**config.mk**
```make
export PLATFORM = sky130hd
export DESIGN_NAME = timed_observable_form_iir_core_flat
export DESIGN_NICKNAME = d
export VERILOG_FILES = /design/src/sv/tofi_pkg.sv /design/src/sv/tofi_in_if.sv /design/src/sv/tofi_out_if.sv /design/src/sv/timed_observable_form_iir_core.sv /design/src/flat_wrapper.sv
export SDC_FILE = /design/constraint.sdc
export NUM_CORES = 2
export LEC_CHECK = 0
export BUFFER_PORTS_ARGS = -buffer_cell sky130_fd_sc_hd__buf_2
export CORE_MARGIN = 3
export CORE_UTILIZATION = 35
export DETAILED_ROUTE_END_ITERATION = 6
export PLACE_DENSITY = 0.49
export SKIP_LAST_GASP = 1
export SYNTH_ARGS = -nofsm -noshare
export SYNTH_HDL_FRONTEND = slang
export SYNTH_SLANG_ARGS = --single-unit
```
**constraint.sdc**
```tcl
create_clock -name clk -period 19.3 [get_ports clk]
set_input_delay 2.895 -clock clk [delete_from_list [all_inputs] [get_ports clk]]
set_output_delay 2.895 -clock clk [all_outputs]
set_load 0.01 [all_outputs]
```
**src/sv/tofi_pkg.sv**
```systemverilog
package tofi_pkg;

  localparam int COEF_W     = 24;
  localparam int DATA_W     = 32;
  localparam int TIME_W     = 32;
  localparam int PER_W      = 16;
  localparam int FRAC_W     = 16;
  localparam int NCOEF      = 3;
  localparam int PROD_W     = COEF_W + DATA_W;
  localparam int ACC_W      = PROD_W + 2;
  localparam int RND_W      = ACC_W - FRAC_W;
  localparam int DUE_W      = TIME_W + 2;
  localparam int DIV_CNT_W  = $clog2(TIME_W + 1);
  localparam int CFG_IDX_W  = 3;
  localparam int CFG_DATA_W = COEF_W;

  typedef enum logic [CFG_IDX_W-1:0] {
    CFG_FB_COEF_0   = 3'd0,
    CFG_FB_COEF_1   = 3'd1,
    CFG_FB_COEF_2   = 3'd2,
    CFG_FF_COEF_0   = 3'd3,
    CFG_FF_COEF_1   = 3'd4,
    CFG_FF_COEF_2   = 3'd5,
    CFG_SAMPLE_PER  = 3'd6,
    CFG_SAMPLE_SKEW = 3'd7
  } cfg_idx_t;

  typedef enum logic [5:0] {
    S_IDLE = 6'b000001,
    S_FB   = 6'b000010,
    S_FF   = 6'b000100,
    S_ACC  = 6'b001000,
    S_WR   = 6'b010000,
    S_DUE  = 6'b100000
  } mac_state_t;

endpackage

```
**src/sv/tofi_in_if.sv**
```systemverilog
interface tofi_in_if import tofi_pkg::*; ();
  logic                     valid;
  logic                     ready;
  logic        [TIME_W-1:0] now_time;
  logic signed [DATA_W-1:0] sample;

  modport source (output valid, output now_time, output sample, input ready);
  modport sink (input valid, input now_time, input sample, output ready);
endinterface

```
**src/sv/tofi_out_if.sv**
```systemverilog
interface tofi_out_if import tofi_pkg::*; ();
  logic                     valid;
  logic                     ready;
  logic signed [DATA_W-1:0] filtered_value;
  logic        [TIME_W-1:0] next_due_time;
  logic                     updated;

  modport source (output valid, output filtered_value, output next_due_time,
                  output updated, input ready);
  modport sink (input valid, input filtered_value, input next_due_time,
                input updated, output ready);
endinterface

```
**src/sv/timed_observable_form_iir_core.sv**
```systemverilog
// Channel  | Direction | Payload
// in_ch    | sink      | now_time, sample
// out_ch   | source    | filtered_value, next_due_time, updated
// cfg_*    | write     | cfg_index selects one of eight registers, cfg_data
//
// An item that advances the state goes through the FB, FF, ACC and WR states for each
// state element, one multiplier serving all multiply-accumulate steps, while a radix-2
// remainder unit works out the due time alongside them; S_DUE waits for it to finish.
// An item that holds the state has its result pending in the cycle after acceptance.
// The next beat can be accepted in the cycle after the result is loaded.
// The result sits in an output register, so a stalled sink only delays the next item
// once a second result is ready. Reset is synchronous and clears filter state and flags.
module timed_observable_form_iir_core import tofi_pkg::*; #(
  parameter int STATE_ORDER = 3
) (
  input  logic                  clk,
  input  logic                  rst_n,
  tofi_in_if.sink               in_ch,
  tofi_out_if.source            out_ch,
  input  logic                  cfg_we,
  input  logic [CFG_IDX_W-1:0]  cfg_index,
  input  logic [CFG_DATA_W-1:0] cfg_data
);

  localparam int IDX_W = (STATE_ORDER > 1) ? $clog2(STATE_ORDER) : 1;
  localparam logic [IDX_W-1:0] LAST = IDX_W'(STATE_ORDER - 1);

  mac_state_t state_r;

  logic signed [COEF_W-1:0] fb_coef_r [NCOEF];
  logic signed [COEF_W-1:0] ff_coef_r [NCOEF];
  logic        [PER_W-1:0]  period_r;
  logic        [PER_W-1:0]  skew_r;

  logic signed [DATA_W-1:0] x_r [STATE_ORDER];
  logic        [TIME_W-1:0] due_r;

  logic        [TIME_W-1:0] now_r;
  logic signed [DATA_W-1:0] u_r;
  logic signed [DATA_W-1:0] xl_r;
  logic        [IDX_W-1:0]  idx_r;
  logic signed [PROD_W-1:0] prod_r;
  logic signed [ACC_W-1:0]  acc_r;

  logic        [DIV_CNT_W-1:0] div_cnt_r;
  logic        [TIME_W-1:0]    dvd_r;
  logic        [PER_W-1:0]     rem_r;

  logic                     res_pend_r;
  logic                     upd_r;
  logic                     out_valid_r;
  logic signed [DATA_W-1:0] out_fv_r;
  logic        [TIME_W-1:0] out_due_r;
  logic                     out_upd_r;

  logic                     in_fire;
  logic                     do_update;
  logic                     out_load;
  logic        [PER_W-1:0]  per_eff;
  logic signed [COEF_W-1:0] fb_sel;
  logic signed [COEF_W-1:0] ff_sel;
  logic signed [COEF_W-1:0] mul_a;
  logic signed [DATA_W-1:0] mul_b;
  logic signed [PROD_W-1:0] mul_p;
  logic signed [ACC_W-1:0]  base;
  logic signed [ACC_W-1:0]  prod_ext;
  logic signed [ACC_W-1:0]  rnd_sum;
  logic signed [RND_W-1:0]  rnd;
  logic signed [DATA_W-1:0] sat_val;
  logic        [PER_W:0]    div_t;
  logic        [DUE_W-1:0]  nd;
  logic        [TIME_W-1:0] nd_sat;

  assign in_ch.ready = (state_r == S_IDLE) && !res_pend_r;
  assign in_fire     = in_ch.valid && in_ch.ready;
  assign do_update   = due_r <= in_ch.now_time;
  assign out_load    = res_pend_r && (!out_valid_r || out_ch.ready);
  assign per_eff     = (period_r == '0) ? PER_W'(1) : period_r;

  assign out_ch.valid          = out_valid_r;
  assign out_ch.filtered_value = out_fv_r;
  assign out_ch.next_due_time  = out_due_r;
  assign out_ch.updated        = out_upd_r;

  always_comb begin
    fb_sel = '0;
    ff_sel = '0;
    for (int k = 0; k < NCOEF; k++) begin
      if (32'(idx_r) == k) begin
        fb_sel = fb_coef_r[k];
        ff_sel = ff_coef_r[k];
      end
    end
  end

  assign mul_a    = (state_r == S_FB) ? fb_sel : ff_sel;
  assign mul_b    = (state_r == S_FB) ? xl_r : u_r;
  assign mul_p    = mul_a * mul_b;
  assign prod_ext = {{(ACC_W - PROD_W){prod_r[PROD_W-1]}}, prod_r};

  always_comb begin
    base = '0;
    if (idx_r != '0) begin
      base = {{(ACC_W - DATA_W - FRAC_W){x_r[IDX_W'(idx_r - 1'b1)][DATA_W-1]}},
              x_r[IDX_W'(idx_r - 1'b1)], {FRAC_W{1'b0}}};
    end
  end

  assign rnd_sum = acc_r + ACC_W'(1 << (FRAC_W - 1));
  assign rnd     = rnd_sum[ACC_W-1:FRAC_W];

  always_comb begin
    if (rnd[RND_W-1:DATA_W-1] == '0 || rnd[RND_W-1:DATA_W-1] == '1) begin
      sat_val = rnd[DATA_W-1:0];
    end else if (rnd[RND_W-1]) begin
      sat_val = {1'b1, {(DATA_W - 1){1'b0}}};
    end else begin
      sat_val = {1'b0, {(DATA_W - 1){1'b1}}};
    end
  end

  assign div_t  = {rem_r, dvd_r[TIME_W-1]};
  assign nd     = DUE_W'(now_r) - DUE_W'(rem_r) + DUE_W'(per_eff) + DUE_W'(skew_r);
  assign nd_sat = (nd[DUE_W-1:TIME_W] != '0) ? '1 : nd[TIME_W-1:0];

  always_ff @(posedge clk) begin
    if (!rst_n) begin
      for (int k = 0; k < NCOEF; k++) begin
        fb_coef_r[k] <= '0;
        ff_coef_r[k] <= '0;
      end
      period_r <= PER_W'(1);
      skew_r   <= '0;
    end else if (cfg_we) begin
      case (cfg_idx_t'(cfg_index))
        CFG_FB_COEF_0:   fb_coef_r[0] <= cfg_data;
        CFG_FB_COEF_1:   fb_coef_r[1] <= cfg_data;
        CFG_FB_COEF_2:   fb_coef_r[2] <= cfg_data;
        CFG_FF_COEF_0:   ff_coef_r[0] <= cfg_data;
        CFG_FF_COEF_1:   ff_coef_r[1] <= cfg_data;
        CFG_FF_COEF_2:   ff_coef_r[2] <= cfg_data;
        CFG_SAMPLE_PER:  period_r <= cfg_data[PER_W-1:0];
        CFG_SAMPLE_SKEW: skew_r <= cfg_data[PER_W-1:0];
        default: begin
        end
      endcase
    end
  end

  always_ff @(posedge clk) begin
    if (!rst_n) begin
      div_cnt_r <= '0;
    end else if (in_fire && do_update) begin
      div_cnt_r <= DIV_CNT_W'(TIME_W);
    end else if (div_cnt_r != '0) begin
      div_cnt_r <= div_cnt_r - 1'b1;
    end
  end

  always_ff @(posedge clk) begin
    if (in_fire) begin
      dvd_r <= in_ch.now_time;
      rem_r <= '0;
    end else if (div_cnt_r != '0) begin
      dvd_r <= {dvd_r[TIME_W-2:0], 1'b0};
      if (div_t >= {1'b0, per_eff}) begin
        rem_r <= PER_W'(div_t - {1'b0, per_eff});
      end else begin
        rem_r <= div_t[PER_W-1:0];
      end
    end
  end

  always_ff @(posedge clk) begin
    if (!rst_n) begin
      state_r    <= S_IDLE;
      res_pend_r <= 1'b0;
      upd_r      <= 1'b0;
      due_r      <= '0;
      for (int k = 0; k < STATE_ORDER; k++) begin
        x_r[k] <= '0;
      end
    end else begin
      if (out_load) begin
        res_pend_r <= 1'b0;
      end
      case (state_r)
        S_IDLE: begin
          if (in_fire) begin
            if (do_update) begin
              state_r <= S_FB;
            end else begin
              upd_r      <= 1'b0;
              res_pend_r <= 1'b1;
            end
          end
        end
        S_FB:  state_r <= S_FF;
        S_FF:  state_r <= S_ACC;
        S_ACC: state_r <= S_WR;
        S_WR: begin
          x_r[idx_r] <= sat_val;
          state_r    <= (idx_r == '0) ? S_DUE : S_FB;
        end
        S_DUE: begin
          if (div_cnt_r == '0) begin
            due_r      <= nd_sat;
            upd_r      <= 1'b1;
            res_pend_r <= 1'b1;
            state_r    <= S_IDLE;
          end
        end
        default: state_r <= S_IDLE;
      endcase
    end
  end

  always_ff @(posedge clk) begin
    if (in_fire) begin
      now_r <= in_ch.now_time;
      u_r   <= in_ch.sample;
      xl_r  <= x_r[LAST];
      idx_r <= LAST;
    end
    if (state_r == S_WR && idx_r != '0) begin
      idx_r <= idx_r - 1'b1;
    end
    if (state_r == S_FB || state_r == S_FF) begin
      prod_r <= mul_p;
    end
    if (state_r == S_FF) begin
      acc_r <= base - prod_ext;
    end
    if (state_r == S_ACC) begin
      acc_r <= acc_r + prod_ext;
    end
  end

  always_ff @(posedge clk) begin
    if (!rst_n) begin
      out_valid_r <= 1'b0;
    end else if (out_load) begin
      out_valid_r <= 1'b1;
    end else if (out_ch.ready) begin
      out_valid_r <= 1'b0;
    end
  end

  always_ff @(posedge clk) begin
    if (out_load) begin
      out_fv_r  <= x_r[LAST];
      out_due_r <= due_r;
      out_upd_r <= upd_r;
    end
  end

endmodule

```
**src/flat_wrapper.sv**
```systemverilog
// flat-port wrapper written by rule: the top's interface ports become plain ports
module timed_observable_form_iir_core_flat import tofi_pkg::*;
#(
  parameter int STATE_ORDER = 3
)
  (clk, rst_n, cfg_we, cfg_index, cfg_data, in_ch_valid, in_ch_now_time, in_ch_sample, in_ch_ready, out_ch_valid, out_ch_filtered_value, out_ch_next_due_time, out_ch_updated, out_ch_ready);
  tofi_in_if in_ch_i ();
  tofi_out_if out_ch_i ();
  input  logic clk;
  input  logic rst_n;
  input  logic cfg_we;
  input  logic [CFG_IDX_W-1:0] cfg_index;
  input  logic [CFG_DATA_W-1:0] cfg_data;
  input wire logic [$bits(in_ch_i.valid)-1:0] in_ch_valid;
  input wire logic [$bits(in_ch_i.now_time)-1:0] in_ch_now_time;
  input wire logic [$bits(in_ch_i.sample)-1:0] in_ch_sample;
  output wire logic [$bits(in_ch_i.ready)-1:0] in_ch_ready;
  output wire logic [$bits(out_ch_i.valid)-1:0] out_ch_valid;
  output wire logic [$bits(out_ch_i.filtered_value)-1:0] out_ch_filtered_value;
  output wire logic [$bits(out_ch_i.next_due_time)-1:0] out_ch_next_due_time;
  output wire logic [$bits(out_ch_i.updated)-1:0] out_ch_updated;
  input wire logic [$bits(out_ch_i.ready)-1:0] out_ch_ready;
  assign in_ch_i.valid = in_ch_valid;
  assign in_ch_i.now_time = in_ch_now_time;
  assign in_ch_i.sample = in_ch_sample;
  assign in_ch_ready = in_ch_i.ready;
  assign out_ch_valid = out_ch_i.valid;
  assign out_ch_filtered_value = out_ch_i.filtered_value;
  assign out_ch_next_due_time = out_ch_i.next_due_time;
  assign out_ch_updated = out_ch_i.updated;
  assign out_ch_i.ready = out_ch_ready;
  timed_observable_form_iir_core #(.STATE_ORDER(STATE_ORDER)) u_core (.clk(clk), .rst_n(rst_n), .in_ch(in_ch_i), .out_ch(out_ch_i), .cfg_we(cfg_we), .cfg_index(cfg_index), .cfg_data(cfg_data));
endmodule
```
**Word-level counts from Yosys, hierarchy flattened**

Memories as Yosys holds them, arrays and structs flattened.
Cells that the tools add are included.

- Memories kept: 3
- Latch bits: 0
- Flip-flop bits (word level): 404
- Input port bits: 96
- Logic and storage cells: 168
- Memory bits (writable): 240
- Output and inout bits: 67
- Bits in read-only memories: 0

- Shift operators: 0
- $lt $le $gt $ge: 2
- Divide/modulo/power cells: 0
- Multiplexer cells: 75
- Reduce and logical (&&, ||, !) cells: 31
- $add $sub $neg: 9
- Bitwise gates (word level): 7
- Multiply operators: 1
- Equal/unequal tests: 20

Memory list:

| name | words | bits a word | rd ports | clocked after memory_dff | wr ports | line | RTL |
|---|---|---|---|---|---|---|---|
| u_core.x_r | 3 | 32 | 2 | 0 | 3 | timed_observable_form_iir_core.sv:35 | `logic signed [DATA_W-1:0] x_r [STATE_ORDER];` |
| u_core.fb_coef_r | 3 | 24 | 3 | 0 | 3 | timed_observable_form_iir_core.sv:30 | `logic signed [COEF_W-1:0] fb_coef_r [NCOEF];` |
| u_core.ff_coef_r | 3 | 24 | 3 | 0 | 3 | timed_observable_form_iir_core.sv:31 | `logic signed [COEF_W-1:0] ff_coef_r [NCOEF];` |

Operator list:

| cell | count |
|---|---|
| 24-bit two-way mux | 13 |
| 32-bit two-way mux | 7 |
| 58-bit two-way mux | 3 |
| 34-bit by 16-bit adder with 34-bit output | 2 |
| 58-bit by 17-bit adder with 58-bit output, second input constant | 1 |
| 58-bit by 56-bit adder with 58-bit output | 1 |
| 58-bit by 56-bit subtractor with 58-bit output | 1 |
| 24-bit by 32-bit multiplier with 56-bit output | 1 |
| 1-bit two-way mux | 38 |
| 6-bit two-way mux | 6 |
| 6-bit one-hot mux with 6 select lines | 1 |
| 32-bit by 16-bit subtractor with 33-bit output | 1 |
| 32-bit <= comparator | 1 |
| 16-bit two-way mux | 2 |
| 32-bit OR reduction | 1 |
| 17-bit by 16-bit greater-or-equal comparator with 1-bit output | 1 |
| 16-bit zero test | 1 |
| 2-bit nonzero test | 8 |
| 16-bit subtractor | 1 |
| 3-bit equality test, second input constant | 4 |
| 11-bit equality test, second input constant | 1 |
| 11-bit zero test | 1 |
| 3-bit by 2-bit equality test with 1-bit output, second input constant | 2 |
| 6-bit by 1-bit equality test with 1-bit output, second input constant | 1 |
| other kinds (27) | 46 |

**Depth between registers and ports, before layout**

- Word-level depth: 7
- Mapped depth: 40
- Depth with buffers taken out: 35

**Worst setup path after synthesis**

OpenSTA, ideal clock, no wires.

- Path type: register -> register
- Start point: register u_core.idx_r[0]
- End point: register u_core.prod_r[55], data pin
- Required time: 19,040 ps
- Setup time: 260 ps
- Slack: 9,428 ps
- Buffers on the path: 5
- Stages on the path, launching flop included: 36
- Data arrival time: 9,613 ps
- Period minus slack after synthesis: 9,872 ps
- Cell sequence: edfxtp_1 -> clkbuf_1 -> buf_1 -> inv_1 -> ha_1 -> clkbuf_1 -> nor2b_1 -> a221oi_1 -> a211oi_1 -> a21oi_1 -> clkbuf_1 -> nor2_1 -> fa_1 -> fa_1 -> inv_1 -> fa_1 -> inv_1 -> fa_1 -> fa_1 -> fa_1 -> inv_1 -> fa_1 -> inv_1 -> ha_1 -> clkbuf_1 -> a21oi_1 -> o31ai_1 -> a221o_1 -> a211oi_1 -> nor2_1 -> a31o_2 -> o21a_1 -> o41a_1 -> a21o_1 -> a21oi_1 -> xnor2_1

- Cells in the longest elaborated chain, start to end: 6
- Elaborated cells on any way between the ends: 11
- Those cells by class: mul (1); eq/ne (2); mux (7); reduce/logical (1)

Ends and longest elaborated chain:

| element | line | RTL |
|---|---|---|
| from (decl) | timed_observable_form_iir_core.sv:41 | `logic [IDX_W-1:0] idx_r;` |
| from (signal assigned) | timed_observable_form_iir_core.sv:226 | `idx_r <= idx_r - 1'b1;` |
| 2-bit zero test | timed_observable_form_iir_core.sv:89 | `if (32'(idx_r) == k) begin` |
| 24-bit two-way mux (3 in a row) | timed_observable_form_iir_core.sv:89 |  |
| 24-bit two-way mux (*) | timed_observable_form_iir_core.sv:96 | `assign mul_a = (state_r == S_FB) ? fb_sel : ff_sel;` |
| 24-bit by 32-bit multiplier with 56-bit output (*) | timed_observable_form_iir_core.sv:98 | `assign mul_p = mul_a * mul_b;` |
| via u_core.mul_p[55] | timed_observable_form_iir_core.sv:64 | `logic signed [PROD_W-1:0] mul_p;` |
| to (signal assigned) | timed_observable_form_iir_core.sv:229 | `prod_r <= mul_p;` |
| to (decl) | timed_observable_form_iir_core.sv:42 | `logic signed [PROD_W-1:0] prod_r;` |

The timed path passes the listed nets; every way through them passes the cells marked *.
A chain may end at the register's enable or synchronous reset.

**Worst setup path after layout**

Same ends and word-level chain as after synthesis.

==> flow_summary.ini <==
[die]
ioPinCount = 163
die_x_microns = 430
rows = 154
dieHeight_microns = 430
coreArea_sq_um = 177000
die_area_sq_um = 185000
start_util_pct = 35.5

[global_routing]
antenna_found_initial = 2
grt_max_degree = 117
grt_pass1_wl_microns = 294000
grt_pass1_vias = 46712
gr-total-overflow = 0
grt_usage_pct = 21.0

[critical_path]
worstSetupStartpointType = flip-flop
cp-end-kind = flip-flop
critPathArrivalTime_ps = 11000
crit_fanout = 98
critPathKind = flip-flop to flip-flop
slowest_stage = fa_1
slowest_delay_ps = 710
rr_worst_depth = 31
reg2reg_slack_ps = 8770
crit_buf_inv = 6
crit_family = adder cells
cpMostUsedCell = fa_1
worstSetupStartpoint = u_core.idx_r[0]
critPathRequiredTime_ps = 19760
critical_path_depth = 31
r2r-start = u_core.idx_r[0]
critPathCapture = u_core.prod_r[55]
rr_endpoint = u_core.prod_r[55]

[routing]
wl_per_cell_microns = 22.2
routed_wl_microns = 194000
vias_per_cell = 5.16
drt-pass1-iter-count = 5
ant_nets = 0
route.detailed.drc = 0
drt_iter0_drc = 3110
vias = 45027

[final_layout]
nets = 7554
nFillCells = 17626
drive_above_1_share_pct = 9.40
final_area_sq_um = 69300
final_cells = 8733
syn2layout_area_growth_pct = 10.2
finish.utilization_pct = 39.1

[sta]
finalHoldViolCount = 0
relSlewSlack_pct = 17.3
min_period_over_period_pct = 54.6
setup_viol = 0
rsz0062_at_grt = false
slew_violations = 0
final.setup.tns_ps = 0
worst_pin_slew_ps = 1220
skew_ps = 64.8
fin_crit_ps = 10530
fmax_mhz = 94.9

[outcome]
outcome = completed

[yosys]
synth-edff-count = 581
syn-num-nets = 7496
synth_flop_cell = edfxtp_1
synth_async_sr_flop_share_pct = 0
ys_ff_latch = 676
synth_top_area_share_pct = 27.8
yosys.area.top_type = edfxtp_1
post-synth-top-count-cell = inv_1
ys_top_cells_by_area = edfxtp_1 28%, fa_1 26%, ha_1 6.6%, inv_1 5.8%, nand2_1 4.1%
syn_area_per_cell_sq_um = 10.0
synth_seq_area_share_pct = 30.8
synth_area_sq_um = 62900
ys_warn_count = 0
netlist_instances = 6263
synth_commonest_cells = 965 x inv_1, 803 x fa_1, 683 x nand2_1
synth_cell_type_count = 89

[place]
dpl_cell_area_sq_um = 66500
dp_hpwl_microns = 145000
io_buffer_count = 162
gp_congestion = 0.885
dp.cells = 8576

[clock_network]
clockBufferDepth = 3
cts.htree.levels = 3
cts_root_buffer = clkbuf_16
ctsResizeCount = 0
cts_hold_buf = 0
post-cts-setup-buffers = 0
path_clk_slew_ps = 60
clock_sinks = 676
cts_tree = done
cts_made_buffers = 83
clock_latency_ps = 730

[hold_path]
hold_start = u_core.upd_r
min_path_type = flip-flop to flip-flop

[job]
maxCapViolCount = 0
## worst min path at each step
stage	end	slack [ps]	depth (start not counted)
floorplan	u_core.out_ch.updated	410	0
global placement	u_core.out_ch.updated	430	0
detailed placement	u_core.out_ch.updated	440	0
CTS	u_core.out_ch.updated	460	0
global route	u_core.out_ch.updated	460	0
finish	u_core.out_ch.updated	450	0
## final cells by class
cell class	instances	area, sq um	share of cell area (%)
multi-input cells	4352	39100	56.5
flip-flops and latches	676	19300	27.9
inverters	966	3630	5.24
well taps	2340	2930	4.23
clock buffers	102	2180	3.14
repair buffers	242	1420	2.06
clock inverters	53	633	0.914
diodes	2	5.00	0.00722
## flip-flops by register name (all words and copies together) (netlist names), 32 cells and up
register,cells
u_core.due_r,32
u_core.dvd_r,32
u_core.now_r,32
u_core.ff_coef_r,72
u_core.u_r,32
u_core.xl_r,32
u_core.x_r,128
u_core.fb_coef_r,72
u_core.out_ch.next_due_time,32
u_core.out_ch.filtered_value,32
u_core.prod_r,56
u_core.acc_r,58
## cells in the final DEF (no fill, tap or decap), types with 45 or more instances in the layout
cell / netlist / layout
inv_1: 965 / 964
fa_1: 803 / 803
nor2_1: 678 / 677
nand2_1: 683 / 676
edfxtp_1: 581 / 581
ha_1: 334 / 331
a21oi_1: 253 / 242
o21ai_0: 231 / 227
buf_2: 16 / 162
xnor2_1: 150 / 150
a21o_1: 125 / 125
and2_1: 112 / 112
xor2_1: 100 / 100
dfxtp_1: 95 / 95
clkbuf_16: 0 / 83
buf_4: 0 / 79
nand3_1: 66 / 66
nor2b_1: 65 / 64
a211oi_1: 64 / 63
nand2b_1: 54 / 54
nand4_1: 47 / 47
mux2_2: 45 / 45
## per-stage QoR
| step | worst slack [ps] | hold slack [ps] |
|---|---|---|
| after detailed placement | 8690 | 440 |
| after global placement | 8750 | 435 |
| after global routing | 8170 | 464 |
| final | 8770 | 454 |
| after CTS | 8650 | 457 |
| after floorplan | 9430 | 408 |
## worst reg2reg max path: cells and delay by family, from the launching register on
family	cells	cell delay (ps)
xor+xnor	1	80
fa+ha+maj	9	4600
buf+inv	6	1850
flops	1	650
simple gates	3	480
compound gates	12	2620
## layer usage
metal  up-vias  routed length (microns)  track usage [%]
li1      20588                        -                -
met1     22932                    80500             26.7
met2      1182                    95500             35.9
met3       325                     8420             2.41
met4         0                     9680             9.05
met5         -                        0                0
## cells by family (layout without fill, tap and decap cells)
logic type / after synthesis / after routing / share of synthesized area, %
AO/OA/AOI/OAI: 950 / 950 / 9.73
AND/OR/NAND/NOR: 1882 / 1882 / 13.3
XOR/XNOR: 250 / 250 / 3.48
flip-flops: 676 / 676 / 30.8
adder cells (fa/ha/maj): 1137 / 1137 / 32.2
multiplexers: 133 / 133 / 3.06
buffers and inverters: 1235 / 1363 / 7.45
other: 0 / 2 / 0
Power is left out: the tool's default activity adds up to more than one toggle a clock period on the data nets, which glitch-free logic cannot reach.
